--- src/rtl/ffha_pkg.sv ---
// ----------------------------------------------------------------------------
// ffha_pkg
// Shared types and constants for the first-fit heap allocator.
// ----------------------------------------------------------------------------
package ffha_pkg;

  localparam int HEAP_SLOTS   = 4096;
  localparam int HEADER_SLOTS = 3;
  localparam int FIRST_SLOT   = 2;
  localparam int ADDR_W       = $clog2(HEAP_SLOTS);
  localparam int LEN_W        = ADDR_W + 1;
  localparam int SLACK_W      = 12;
  localparam int STATUS_W     = 2;

  localparam logic [LEN_W-1:0] INIT_LEN =
    LEN_W'(HEAP_SLOTS - FIRST_SLOT - HEADER_SLOTS);

  // result status codes
  localparam logic [STATUS_W-1:0] ST_OK       = 2'd0;
  localparam logic [STATUS_W-1:0] ST_NO_SPACE = 2'd1;
  localparam logic [STATUS_W-1:0] ST_BAD_FREE = 2'd2;

  // request kinds
  localparam logic REQ_ALLOC = 1'b0;
  localparam logic REQ_FREE  = 1'b1;

  typedef struct packed {
    logic              req_type;
    logic [LEN_W-1:0]  req_slots;
    logic [ADDR_W-1:0] free_address;
  } req_t;

  typedef struct packed {
    logic [ADDR_W-1:0]   granted_address;
    logic [STATUS_W-1:0] status;
  } rsp_t;

  // one block header entry
  typedef struct packed {
    logic [LEN_W-1:0]  len;
    logic              used;
    logic [ADDR_W-1:0] link;
  } hdr_t;

  // header store write source
  typedef enum logic [2:0] {
    WR_NONE,
    WR_INIT,
    WR_TAIL,
    WR_CUR_SPLIT,
    WR_CUR_WHOLE,
    WR_FREE_MARK,
    WR_MERGE
  } wr_sel_t;

  // controller to datapath
  typedef struct packed {
    logic                load_req;
    logic                rd_cur;
    logic                rd_link;
    logic                hold;
    logic                cur_rdata_link;
    logic                cur_hold_link;
    logic                cur_first;
    logic                step_inc;
    wr_sel_t             wr_sel;
    logic                res_set;
    logic [STATUS_W-1:0] res_code;
    logic                res_grant;
    logic                out_load;
  } cmd_t;

  // datapath to controller
  typedef struct packed {
    logic req_type;
    logic addr_bad;
    logic cur_end;
    logic cur_is_hdr;
    logic blk_used;
    logic blk_fits;
    logic do_split;
    logic link_end;
    logic out_busy;
  } stat_t;

endpackage

--- src/rtl/ffha_ctrl.sv ---
// ----------------------------------------------------------------------------
// ffha_ctrl
// Controller: sequences the allocate walk, the free lookup and the merge walk.
// ----------------------------------------------------------------------------
module ffha_ctrl import ffha_pkg::*; (
  input  logic  clk,
  input  logic  rst,
  input  logic  req_valid,
  output logic  req_stall,
  input  stat_t stat,
  output cmd_t  cmd
);

  typedef enum logic [3:0] {
    S_INIT,
    S_IDLE,
    S_A_RD,
    S_A_CHK,
    S_A_WCUR,
    S_F_WALK,
    S_F_NEXT,
    S_F_MARK,
    S_M_RD,
    S_M_CHK,
    S_M_NXT,
    S_DONE
  } state_t;

  state_t state, state_next;

  assign req_stall = (state != S_IDLE);

  // command decode and next state
  always_comb begin
    cmd        = '0;
    cmd.wr_sel = WR_NONE;
    state_next = state;
    case (state)
      S_INIT: begin
        cmd.wr_sel = WR_INIT;
        state_next = S_IDLE;
      end
      S_IDLE: begin
        if (req_valid) begin
          cmd.load_req = 1'b1;
          if (stat.req_type == REQ_ALLOC) begin
            state_next = S_A_RD;
          end else if (stat.addr_bad) begin
            cmd.res_set  = 1'b1;
            cmd.res_code = ST_BAD_FREE;
            state_next   = S_DONE;
          end else begin
            state_next = S_F_WALK;
          end
        end
      end
      S_A_RD: begin
        if (stat.cur_end) begin
          cmd.res_set  = 1'b1;
          cmd.res_code = ST_NO_SPACE;
          state_next   = S_DONE;
        end else begin
          cmd.rd_cur = 1'b1;
          state_next = S_A_CHK;
        end
      end
      S_A_CHK: begin
        cmd.step_inc = 1'b1;
        if (stat.blk_used || !stat.blk_fits) begin
          cmd.cur_rdata_link = 1'b1;
          state_next         = S_A_RD;
        end else if (stat.do_split) begin
          cmd.wr_sel = WR_TAIL;
          state_next = S_A_WCUR;
        end else begin
          cmd.wr_sel    = WR_CUR_WHOLE;
          cmd.res_set   = 1'b1;
          cmd.res_code  = ST_OK;
          cmd.res_grant = 1'b1;
          state_next    = S_DONE;
        end
      end
      S_A_WCUR: begin
        cmd.wr_sel    = WR_CUR_SPLIT;
        cmd.res_set   = 1'b1;
        cmd.res_code  = ST_OK;
        cmd.res_grant = 1'b1;
        state_next    = S_DONE;
      end
      S_F_WALK: begin
        if (stat.cur_is_hdr) begin
          cmd.rd_cur = 1'b1;
          state_next = S_F_MARK;
        end else if (stat.cur_end) begin
          cmd.res_set  = 1'b1;
          cmd.res_code = ST_BAD_FREE;
          state_next   = S_DONE;
        end else begin
          cmd.rd_cur = 1'b1;
          state_next = S_F_NEXT;
        end
      end
      S_F_NEXT: begin
        cmd.cur_rdata_link = 1'b1;
        cmd.step_inc       = 1'b1;
        state_next         = S_F_WALK;
      end
      S_F_MARK: begin
        cmd.wr_sel    = WR_FREE_MARK;
        cmd.cur_first = 1'b1;
        state_next    = S_M_RD;
      end
      S_M_RD: begin
        if (stat.cur_end) begin
          cmd.res_set  = 1'b1;
          cmd.res_code = ST_OK;
          state_next   = S_DONE;
        end else begin
          cmd.rd_cur = 1'b1;
          state_next = S_M_CHK;
        end
      end
      S_M_CHK: begin
        cmd.step_inc = 1'b1;
        if (stat.blk_used || stat.link_end) begin
          cmd.cur_rdata_link = 1'b1;
          state_next         = S_M_RD;
        end else begin
          cmd.hold    = 1'b1;
          cmd.rd_link = 1'b1;
          state_next  = S_M_NXT;
        end
      end
      S_M_NXT: begin
        // neighbor in use: move on to it, else absorb it and retry here
        if (stat.blk_used) begin
          cmd.cur_hold_link = 1'b1;
        end else begin
          cmd.wr_sel = WR_MERGE;
        end
        state_next = S_M_RD;
      end
      S_DONE: begin
        if (!stat.out_busy) begin
          cmd.out_load = 1'b1;
          state_next   = S_IDLE;
        end
      end
      default: begin
        state_next = S_IDLE;
      end
    endcase
  end

  // state register
  always_ff @(posedge clk) begin
    if (rst) begin
      state <= S_INIT;
    end else begin
      state <= state_next;
    end
  end

endmodule

--- config.mk ---
export PLATFORM = sky130hd
export DESIGN_NAME = ffha_ctrl
export DESIGN_NICKNAME = d
export VERILOG_FILES = /design/src/rtl/ffha_pkg.sv /design/src/rtl/ffha_ctrl.sv
export SDC_FILE = /design/constraint.sdc
export NUM_CORES = 1
export LEC_CHECK = 0
export ABC_AREA = 1
export BUFFER_PORTS_ARGS = -buffer_cell sky130_fd_sc_hd__buf_2
export CAP_MARGIN = 0
export CORE_MARGIN = 1.5
export CORE_UTILIZATION = 30
export CTS_BUF_LIST = sky130_fd_sc_hd__clkbuf_16
export DETAILED_ROUTE_END_ITERATION = 10
export HOLD_SLACK_MARGIN = 0.12
export PLACE_DENSITY = 0.68
export SKIP_LAST_GASP = 1
export SLEW_MARGIN = 20
export SYNTH_ARGS = -nofsm -noshare
export SYNTH_HDL_FRONTEND = slang
export SYNTH_SLANG_ARGS = --single-unit
--- constraint.sdc ---
create_clock -name clk -period 1.7 [get_ports clk]
set_input_delay 0.17 -clock clk [delete_from_list [all_inputs] [get_ports clk]]
set_output_delay 0.17 -clock clk [all_outputs]
set_load 0.02 [all_outputs]
==> flow_summary.yaml <==
run_status:
  status: "complete, no violations"
final_layout:
  largest_reg_flops: 4
  largest_register: "state"
  multi_input_comb_area_um2: 405
  area_delta_synth_final_pct: 41.4
  ff_latch_area_um2: 81.3
  stdcell_count: 165
  design.final.nets: 154
  fillerInstances: 202
  largest_registers: "state x4"
  stdcell_area_um2: 812
  num_antenna_cells: 0
  post_route_cells_drive_above_1_share_pct: 35.0
floorplanning:
  die_h_um: 46.8
  rows: 15
  die_width_um: 46.8
  design.portCount: 29
  core-area_mm2: 0.00176
  initial_core_util_pct: 32.6
  design.die.area_mm2: 0.00219
synthesis:
  syn_avg_cell_area_um2: 5.17
  synthesis.instances: 111
  seq_area_frac_synth_pct: 13.9
  syn_nets: 123
  synthTopCellsByArea: "sky130_fd_sc_hd__nand2_1, sky130_fd_sc_hd__dfxtp_1, sky130_fd_sc_hd__nor2_1"
  mappedNetlistArea_um2: 574
  ys_types: 19
  synth_ff_type: "sky130_fd_sc_hd__dfxtp_1"
  synth_commonest_cells: "sky130_fd_sc_hd__nand2_1, sky130_fd_sc_hd__nor2_1, sky130_fd_sc_hd__inv_1, sky130_fd_sc_hd__o21ai_0, sky130_fd_sc_hd__nand3_1"
  yosys_register_bits: 4
  synth_enable_flop_cells: 0
  synth_warnings: 0
  synth-async-reset-ratio_pct: 0
  synth_most_common_cell: "sky130_fd_sc_hd__nand2_1"
  post-synth-top-area-fraction_pct: 18.3
  netlist.top_cell.by_area: "sky130_fd_sc_hd__nand2_1"
sta:
  period_minus_slack_ns: 1.66
  slew_headroom_pct: 83.9
  number_of_setup_violations_in_the_final_report: 0
  final.period_utilization_pct: 97.7
  rsz_0062_raised_after_global_routing: "true"
  fin_ws_ns: 0.0386
  finalClockSkew_ns: 0.00156
  finalHoldViolCount: 0
  worst_slew_pin_slew_ns: 0.241
  final.hold.worst_slack_ns: 0.136
  maxClockFrequency_mhz: 602
  report.final.slew_viol_count: 0
routing:
  antenna_violating_nets_post_route: 0
  drt_wl_total_um: 1700
  drc: 0
  route.detailed.vias_per_inst: 4.72
  drt_first_pass_iters: 4
  detailed_route_iter0_violations: 12
  vias: 779
  route.detailed.wl_per_inst_um: 10.3
critical_path:
  crit_family: "simple AND/OR/NAND/NOR gates"
  worst_setup_path_end_kind: "output pin"
  worstSetupStartpoint: "state[1]"
  cpMaxStageDelayCell: "sky130_fd_sc_hd__dfxtp_1"
  cp_data_arrival_time_ns: 1.49
  worst_path_largest_cell_delay_ns: 0.44
  setup.reg_to_reg.worst_slack_ns: 0.32
  worstPathBufferInverterCount: 2
  cp_cell_sequence: "inv_2, nand2_1, nor2_1, nor2_2, o2111ai_1, buf_2"
  worst_path_class_setup: "reg2out"
  timing.rr.start: "state[2]"
  cp_data_required_time_ns: 1.53
  worstPathMaxFanout: 5
  worstSetupStartpointType: "register"
grt:
  grt_pass1_vias: 583
  grt_pass1_wl_um: 2570
  pin_count_of_the_biggest_net_entering_global_routing: 10
  antenna_found_initial: 0
  grt_remaining_overflow: 0
  grt_usage_pct: 16.6
cts:
  h-tree-depth: 1
  path_clk_slew_ns: 0.03
  cts_inserted_buffers: 3
  ctsRootBufferMaster: "sky130_fd_sc_hd__clkbuf_16"
  cts.repair_timing.setup_buffer_count: 0
  cts.sink_count: 4
  insertion_delay_of_the_later_clocked_pin_in_the_worst_skew_pair_ns: 0.23
  tritoncts: "yes"
  clockBufferDepth: 2
place:
  place_ws_ns: 0.252
  placed_area_um2: 731
  gpl.final_weighted_congestion: 0.831
  placed_cells: 162
  dp.final_hpwl_um: 1380
  count_of_buffers_from_port_buffering: 28
power:
  pwr_density_cell_mw_per_mm2: 1700
  leak_pwr_uw: 0.000507
  vdd_drop_max_v: 0.000800
flow_run:
  maxCapViolations: 0
hold_path:
  holdCritStartpoint: "rst"
  hp-class: "in2reg"
==> final cells by class <==
class	instances	area share, %
Multi-Input combinational cell	84	49.9
Timing Repair Buffer	28	17.3
Sequential cell	4	10.0
Inverter	21	9.71
Clock buffer	3	9.24
Tap cell	25	3.85
==> cell families (layout without fill, tap and decap cells) <==
| kind of cell | after synthesis | count (layout) | share of synthesized area, % |
|---|---|---|---|
| AOI/OAI and AO/OA | 15 | 15 | 14.4 |
| buffers and inverters | 23 | 52 | 16.3 |
| DFF | 4 | 4 | 13.9 |
| and+or+nand+nor | 69 | 69 | 55.3 |
==> routing by layer <==
metal | GRT usage, % | part of all wire [%] | vias to the layer above
met1 | 21.5 | 45 | 340
met3 | 2.69 | 6.4 | 0
met5 | 0 | 0 | -
met4 | 5.00 | 0 | 0
li1 | - | - | 410
met2 | 28.3 | 49 | 29
==> final timing paths <==
kind,endpoint,cells after the start
worst max register to register,state[0],9
worst max-delay path,cmd[4],6
worst min register to register,state[3],2
worst min-delay path,state[3],2
==> power breakdown <==
group / switching (uW) / internal (uW) / leakage (uW) / total, uW
registers: 73.6 / 134 / 0.0000333 / 208
logic: 541 / 265 / 0.000437 / 806
clock network: 69.0 / 301 / 0.0000370 / 370
==> worst register-to-register path, stage by stage, from the launching register on <==
cell and delay (ns):
sky130_fd_sc_hd__dfxtp_1 0.41, sky130_fd_sc_hd__inv_2 0.10, sky130_fd_sc_hd__nand2_1 0.16, sky130_fd_sc_hd__nor2_2 0.07, sky130_fd_sc_hd__nor2_1 0.16, sky130_fd_sc_hd__nand2_1 0.09, sky130_fd_sc_hd__nor2_1 0.11, sky130_fd_sc_hd__nand3_1 0.08
sky130_fd_sc_hd__nand2_1 0.06, sky130_fd_sc_hd__inv_1 0.03
==> timing repair <==
item,CTS,global route
gates resized for setup,0,3
setup endpoints to repair,0,4
hold buffers,0,0
==> cell usage in the layout, fill, tap and decap left out, types with 2 or more instances in the layout <==
cell type / synthesis / layout
sky130_fd_sc_hd__a21oi_1: 2 / 2
sky130_fd_sc_hd__dfxtp_1: 4 / 3
sky130_fd_sc_hd__buf_2: 0 / 28
sky130_fd_sc_hd__nor2_2: 5 / 7
sky130_fd_sc_hd__o21ai_0: 10 / 10
sky130_fd_sc_hd__inv_2: 5 / 5
sky130_fd_sc_hd__nand2_1: 28 / 28
sky130_fd_sc_hd__nand2_2: 3 / 3
sky130_fd_sc_hd__nor3_1: 2 / 2
sky130_fd_sc_hd__inv_1: 16 / 16
sky130_fd_sc_hd__nand3_1: 8 / 8
sky130_fd_sc_hd__nor2_1: 17 / 15
sky130_fd_sc_hd__clkbuf_16: 0 / 3
sky130_fd_sc_hd__nand3b_1: 2 / 2
sky130_fd_sc_hd__nand4_1: 2 / 2
==> stage by stage <==
step / util (%) / setup TNS [ns] / power, uW
CTS: 45.7 / 0 / 1370
global route: 46.0 / -0.00850 / 1480
detailed placement: 41.4 / 0 / 993
finish: 46.0 / 0 / 1380
global placement: 41.4 / 0 / 988
floorplan: - / 0 / 787
No activity file was read; power rests on OpenSTA's default activity.
